===== src/design/ngns_pkg.sv =====
package ngns_pkg;

   localparam int COORD_IN_W    = 32;
   localparam int ENTRY_INDEX_W = 10;
   localparam int NODE_INDEX_W  = 10;
   localparam int COUNT_W       = 11;

   localparam logic CMD_WRITE = 1'b0;
   localparam logic CMD_QUERY = 1'b1;

   localparam logic [COUNT_W-1:0] COUNT_RESET = 11'd2;

   typedef struct packed {
      logic load_query;
      logic write_entry;
      logic step_sel;
      logic bound_upd;
      logic step_upd;
      logic push;
   } dp_cmd_type;

   typedef struct packed {
      logic bound_hit;
      logic step_done;
   } dp_status_type;

endpackage


===== src/design/ngns_ctrl.sv =====
module ngns_ctrl
   import ngns_pkg::*;
(
   input  logic          clock,
   input  logic          reset,
   input  logic          req_valid,
   input  logic          req_cmd,
   output logic          req_stall,
   output logic          rsp_valid,
   input  logic          rsp_stall,
   output dp_cmd_type    dp_cmd,
   input  dp_status_type dp_status
);

   localparam logic [2:0] ST_IDLE     = 3'd0;
   localparam logic [2:0] ST_BND_RD   = 3'd1;
   localparam logic [2:0] ST_BND_CMP  = 3'd2;
   localparam logic [2:0] ST_STEP_RD  = 3'd3;
   localparam logic [2:0] ST_STEP_CMP = 3'd4;
   localparam logic [2:0] ST_HOLD     = 3'd5;

   logic [2:0] state_ff, state_in;
   logic       rsp_valid_ff, rsp_valid_in;

   always_comb begin
      state_in = state_ff;
      dp_cmd   = '0;
      unique case (state_ff)
         ST_IDLE: begin
            if (req_valid) begin
               if (req_cmd == CMD_QUERY) begin
                  dp_cmd.load_query = 1'b1;
                  state_in          = ST_BND_RD;
               end else begin
                  dp_cmd.write_entry = 1'b1;
               end
            end
         end
         ST_BND_RD: begin
            state_in = ST_BND_CMP;
         end
         ST_BND_CMP: begin
            dp_cmd.bound_upd = 1'b1;
            state_in         = dp_status.bound_hit ? ST_HOLD : ST_STEP_RD;
         end
         ST_STEP_RD: begin
            dp_cmd.step_sel = 1'b1;
            state_in        = ST_STEP_CMP;
         end
         ST_STEP_CMP: begin
            dp_cmd.step_sel = 1'b1;
            dp_cmd.step_upd = 1'b1;
            state_in        = dp_status.step_done ? ST_HOLD : ST_STEP_RD;
         end
         ST_HOLD: begin
            // wait for the output register to free up
            if (!rsp_valid_ff || !rsp_stall) begin
               dp_cmd.push = 1'b1;
               state_in    = ST_IDLE;
            end
         end
         default: begin
            state_in = ST_IDLE;
         end
      endcase
   end

   always_comb begin
      priority if (dp_cmd.push) begin
         rsp_valid_in = 1'b1;
      end else if (!rsp_stall) begin
         rsp_valid_in = 1'b0;
      end else begin
         rsp_valid_in = rsp_valid_ff;
      end
   end

   always_ff @(posedge clock) begin
      if (reset) begin
         state_ff     <= ST_IDLE;
         rsp_valid_ff <= 1'b0;
      end else begin
         state_ff     <= state_in;
         rsp_valid_ff <= rsp_valid_in;
      end
   end

   assign req_stall = (state_ff != ST_IDLE);
   assign rsp_valid = rsp_valid_ff;

endmodule


===== config.mk =====
export PLATFORM = sky130hd
export DESIGN_NAME = ngns_ctrl
export DESIGN_NICKNAME = d
export VERILOG_FILES = /design/src/design/ngns_pkg.sv /design/src/design/ngns_ctrl.sv
export SDC_FILE = /design/constraint.sdc
export NUM_CORES = 1
export LEC_CHECK = 0
export BUFFER_PORTS_ARGS = -buffer_cell sky130_fd_sc_hd__buf_2
export CORE_AREA = 2 2 39 41
export DETAILED_ROUTE_END_ITERATION = 12
export DIE_AREA = 0 0 41 43
export HOLD_SLACK_MARGIN = 0.02
export RECOVER_POWER = 50
export SYNTH_ARGS = -nofsm -noshare
export SYNTH_HDL_FRONTEND = slang
export SYNTH_SLANG_ARGS = --single-unit

===== constraint.sdc =====
create_clock -name clock -period 3.56 [get_ports clock]
set_input_delay 0.356 -clock clock [delete_from_list [all_inputs] [get_ports clock]]
set_output_delay 0.356 -clock clock [all_outputs]
set_load 0.005 [all_outputs]

# --- Word-level counts from Yosys, hierarchy flattened ---
# Cells that the tools add are included.
# Widths: inputs -> output; s select.
totals:
  register_bits: 4
  latch_bits: 0
  ram_bits: 0
  mem_bits_ro: 0
  inputBits: 7
  out_inout_bits: 8
  wordCells: 35
  n_memories: 0
op_classes:
  add_sub_neg: 0
  n_mul: 0
  n_div: 0
  order_cmp: 0
  eq_ne: 9
  n_shift: 0
  muxes: 17
  bitwise_logic: 0
  reduce_logical: 7
op_table:
  columns: ["cell", "count"]
  rows:
  - ["$pmux 3 s6", 1]
  - ["$mux 3", 5]
  - ["$mux 1", 9]
  - ["$eq 3x2->1 const B", 2]
  - ["$eq 3x3->1 const B", 2]
  - ["$ne 2x2->1 const B", 3]
  - ["$mux 2", 2]
  - ["$eq 3x1->1 const B", 1]
  - ["$logic_not 3->1", 1]
  - ["$reduce_and 3->1", 1]
  - ["$reduce_bool 3->1", 1]
  - ["$logic_not 1->1", 2]
  - ["$ne 2x1->1 const B", 1]
  - ["$reduce_or 2->1", 1]
  - ["$logic_or 1x1->1", 1]

# --- Logic depth before layout (Yosys ltp) ---
# Gate-level depths: netlist (run 1).
depth:
  ltp_word: 5
  mapped_depth: 5
  depth_no_buf: 4

# --- Least setup slack after synthesis (run 1) ---
# Ideal clock, no wire load.
synth_timing:
  path_kind: "flip-flop to output port"
  startpoint: "register state_ff[1]"
  endpoint: "output port dp_cmd[3] (netlist name)"
  t_arrival_ns: 0.894
  required_time_ns: 3.204
  setup_slack_ns: 2.310
  stages_incl_launch_ff: 4
  n_path_buf: 1
  cell_sequence: "dfxtp_1 -> buf_6 -> or3b_1 -> o21ai_1"
synth_rtl:
  columns: ["item", "line", "source"]
  rows:
  - ["from (decl)", "ngns_ctrl.sv:22", "logic [2:0] state_ff, state_in;"]
  - ["from (signal assigned)", "ngns_ctrl.sv:83", "state_ff <= state_in;"]
  - ["to (decl)", "ngns_ctrl.sv:11", "output dp_cmd_type dp_cmd,"]

==> run summary, run 1 <==
Die Wd = 41 um
CP Launch Type = flip-flop
Synth warn = 0
Max-slew violation count = 0
Clk pin slew, worst setup/hold paths = 0.04 ns
Max cap viols = 0
Core ar. = 0.001384 mm2
Die H = 43 um
Hold WS = 0.3497 ns
Grt ovf = 0
First-pass GRT wire length = 952 um
P&R area growth vs syn = 30.33%
Row count = 14
Final hold viol count = 0
Pwr Density = 380.8 mW/mm2
Num CTS Buffers = 3
Post-DP HPWL = 458.3 um
Min Tclk post-route = 1.666 ns
CTS tree = done
H-tree depth = 1
# IOs = 15
Most common cell after layout, fill and taps aside = buf_2
Flops & latches, synth = 4
Synth unique cells = 21
Antenna Violating Nets Remaining = 0
Peak Freq = 600.3 MHz
Clock sink total = 4
Final Setup Violations = 0
Most frequent cells in the layout = buf_2 (13), nand2_1 (5), dfxtp_1 (4)
Cts repair resizes = 0
Vias in the first global route = 248
Setup TNS = 0 ns
Worst-margin pin slew = 0.2986 ns
Status = complete, no violations
P_leak = 0.0001712 uW
Final nets = 57
RSZ-0062 raised after global routing = no
Clock Tree Buf Depth = 2
I/O Buffers = 14
Critical path type = reg2out
Drt wl/cell = 9.250 um
CP Max Fanout = 9
Clk Latency, worst-skew pair = 0.23 ns
Period utilization = 0.4680
CP Data Arrival Time = 1.31 ns
Root Driver = clkbuf_4
Post-Syn Area per Cell = 7.543 um2
Top cells by area, synth = dfxtp_1 (30%), nand2_1 (7.1%), or3b_1 (6.6%), a21oi_1 (5.7%), buf_4 (5.7%)
Clock skew = 0.001641 ns
Mean number of vias per cell = 4.469
Vias = 286
Peak supply drop = 0.1010 mV
Worst EP required = 3.20 ns
Net Count, Synth = 42
Hold Buf Count CTS = 0
Drt initial violations = 7
Die area = 0.001763 mm2
Min-Delay Path Class = in2reg
Antenna violations before repair = 0
Fraction of layout cells with a size suffix above 1 = 0.3333
Post-CTS setup buffer count = 0
Pin count of the biggest net entering global routing = 11
Drt pass-1 iters = 4
Routed wire length = 592 um
Syn Inst Count = 35
Initial Utilization = 0.1908
Antenna diodes = 0
Synth top area share = 0.3033
DRC viols = 0
Worst slew margin = 0.7994
Post-synthesis sequential area ratio = 0.3033
Synth Cell Area = 264.0 um2
GRT Util Overall = 0.08534
Post-synth top area cell = dfxtp_1
GPL Wtd Cong = 0.6615
CP Capture Type = output pin
-- final cells by class --
class	count	area, um2
clock buffer	3	22.52
fill	161	1040
inverter	2	7.507
multi-input combinational	25	145.1
sequential	4	80.08
tap	16	20.02
timing repair buffer	14	68.82
-- Yosys cell counts --
library cell / n
o31ai_1: 1
o21ai_1: 1
mux2i_1: 1
buf_2: 1
nand2_1: 5
or3b_1: 2
a31oi_1: 1
a221oi_1: 1
o21a_1: 1
and3_1: 1
nor3_1: 1
nand4_1: 1
inv_1: 2
buf_6: 1
nor2_1: 3
dfxtp_1: 4
buf_4: 2
nor2b_1: 1
or3_1: 1
a21oi_1: 3
nor3b_1: 1
-- critical path, cell delays in order (launching register included) --
cell	delay (ns)
dfxtp_1	0.46
or3b_1	0.41
o21ai_1	0.09
buf_2	0.12
-- state kept, by name (all words and copies together), names as in the netlist --
name and count:
rsp_valid 1, state_ff 3
-- layer usage --
layer | vias up | track usage | routed length, um
met3 | 0 | 0.01571 | 37
met5 | - | 0 | 0
met4 | 0 | 0.1200 | 0
met2 | 10 | 0.1125 | 308
met1 | 127 | 0.09003 | 246
li1 | 149 | - | -
-- where the power goes --
part / switching, uW / internal, uW / leakage [uW]
logic: 10.6 / 12.4 / 0.000125
clock network: 17.5 / 37.6 / 0.0000138
registers: 5.44 / 47.5 / 0.0000325
-- final timing paths --
path | startpoint | slack (ns) | cells past startpoint | end
max | state_ff[2]$_SDFFE_PP0P_ | 1.89 | 3 | dp_cmd[3]
min | reset | 0.35 | 2 | state_ff[2]$_SDFFE_PP0P_
max reg2reg | state_ff[2]$_SDFFE_PP0P_ | 2.21 | 3 | state_ff[1]$_SDFFE_PP0P_
min reg2reg | rsp_valid$_SDFFE_PP0P_ | 0.52 | 2 | state_ff[2]$_SDFFE_PP0P_
-- metrics by stage --
stage               instance area, um2  std cells  power, uW  setup slack [ns]  utilization
detailed placement               322.8         61      77.06             2.141       0.2333
global route                     344.1         64      141.0             1.791       0.2486
CTS                              345.3         64      135.1             1.880       0.2495
global placement                 322.8         61      76.76             2.185       0.2333
finish                           344.1         64      131.0             1.894       0.2486
floorplan                        264.0         35      68.07             2.310            -
-- logic make-up after synthesis --
family                 Yosys count  synth area share
and+or+nand+nor                 16            0.3223
DFF                              4            0.3033
buffers and inverters            6            0.1469
muxes                            1           0.03792
AOI/OAI and AO/OA                8            0.1896
Power figures use the tool's default switching activity.
==> run 2: changes to the inputs <==
clock period = 1.6 ns   (was 3.56 ns; I/O delays follow)
==> run summary, run 2 (synthesized netlist as in run 1, its figures left out) <==
Drt pass-1 iters = 4
P_leak = 0.0001675 uW
DRC viols = 0
Status = complete, no violations
R2R cell count = 3
Drt initial violations = 1
Largest Register = state_ff
CP Data Arrival Time = 1.29 ns
Hold Path Stages = 2
CTS tree = done
Final Setup Violations = 0
Grt ovf = 0
Total power = 293.6 uW
Final nets = 57
Num CTS Buffers = 3
# IOs = 15
CP Launch Type = flip-flop
Initial Utilization = 0.1908
Clk Latency, worst-skew pair = 0.23 ns
Worst-margin pin slew = 0.3195 ns
GPL Wtd Cong = 0.7307
Final hold viol count = 0
Die Wd = 41 um
DP Area = 322.8 um2
Max-slew violation count = 0
Post-CTS setup buffer count = 0
Cts repair resizes = 0
Peak Freq = 688.9 MHz
Root Driver = clkbuf_4
Largest register FFs = 3
R2R Setup Slk = 0.27 ns
Vias in the first global route = 252
Setup TNS = 0 ns
Max cap viols = 0
Min Tclk post-route = 1.452 ns
Mean number of vias per cell = 4.266
CP Max Fanout = 9
Fraction of layout cells with a size suffix above 1 = 0.3125
Critical path type = reg2out
RSZ-0062 raised after global routing = no
Worst Setup SP = state_ff[2]$_SDFFE_PP0P_
GRT Util Overall = 0.09228
First-pass GRT wire length = 938 um
Antenna Violating Nets Remaining = 0
Vias = 273
Clock sink total = 4
Most common cell after layout, fill and taps aside = buf_2
Design area = 342.8 um2
Clock Tree Buf Depth = 2
FF-to-FF Start = state_ff[2]$_SDFFE_PP0P_
Clock skew = 0.001416 ns
Clk pin slew, worst setup/hold paths = 0.04 ns
H-tree depth = 1
Hold Crit Start = reset
P&R area growth vs syn = 29.86%
Hold Buf Count CTS = 0
Antenna diodes = 0
R2R Path End = state_ff[1]$_SDFFE_PP0P_
I/O Buffers = 14
Peak supply drop = 0.1693 mV
Antenna violations before repair = 0
Min-Delay Path Class = in2reg
Die area = 0.001763 mm2
FILL cells = 156
Worst EP required = 1.44 ns
CP Capture Type = output pin
Period utilization = 0.9073
Most frequent cells in the layout = buf_2 (12), nand2_1 (5), dfxtp_1 (4)
Core ar. = 0.001384 mm2
Pwr Density = 856.3 mW/mm2
Row count = 14
Routed wire length = 601 um
Worst slew margin = 0.7867
Drt wl/cell = 9.391 um
Die H = 43 um
Pin count of the biggest net entering global routing = 11
Worst Hold End = state_ff[2]$_SDFFE_PP0P_
run 2: cell types whose count changed in the layout (fill, tap and decap cells not counted), sizes merged:
| cell | change |
|---|---|
| buf | -1 |
| clkbuf | +1 |
run 2: worst max-delay path, cell delays in order, from the launching register on:
cell	delay, ns
dfxtp_1	0.45
or3b_1	0.40
o21ai_1	0.08
buf_2	0.12
run 2: cell type report:
cell class | instances | area (um2) | share of cell area
repair buffers | 14 | 67.56 | 0.1971
well taps | 16 | 20.02 | 0.05839
multi-input cells | 25 | 145.1 | 0.4234
inverters | 2 | 7.507 | 0.02190
flip-flops and latches | 4 | 80.08 | 0.2336
clock buffers | 3 | 22.52 | 0.06569
run 2: where the power goes:
part | switching (uW) | internal [uW] | total (uW)
Sequential | 12.2 | 106 | 118
Clock | 41.6 | 83.9 | 126
Combinational | 23.6 | 26.5 | 50.1
run 2: metal layers:
metal / part of all wire / GRT usage / wire, um / vias up
met5: 0 / 0 / 0 / -
met4: 0.037 / 0.1400 / 22 / 0
met3: 0.060 / 0.04712 / 36 / 2
met2: 0.48 / 0.1188 / 290 / 12
met1: 0.42 / 0.07692 / 252 / 111
li1: - / - / - / 148
run 2: how the worst max path moves through the flow:
| stage | endpoint | slack, ns |
|---|---|---|
| floorplan | state_ff[1]$_SDFFE_PP0P_ | 0.36 |
| global placement | state_ff[1]$_SDFFE_PP0P_ | 0.32 |
| detailed placement | state_ff[1]$_SDFFE_PP0P_ | 0.28 |
| CTS | dp_cmd[3] | 0.14 |
| global route | dp_cmd[3] | 0.02 |
| finish | dp_cmd[3] | 0.15 |
run 2: per-stage QoR:
step | worst slack, ns | utilization | cells | hold slack [ns]
2_1_floorplan | 0.3573 | - | 35 | 0.2291
3_3_place_gp | 0.3190 | 0.2333 | 61 | 0.3831
3_5_place_dp | 0.2809 | 0.2333 | 61 | 0.3856
4_1_cts | 0.1393 | 0.2495 | 64 | 0.1336
5_1_grt | 0.02384 | 0.2477 | 64 | 0.1356
6_report | 0.1484 | 0.2477 | 64 | 0.1465
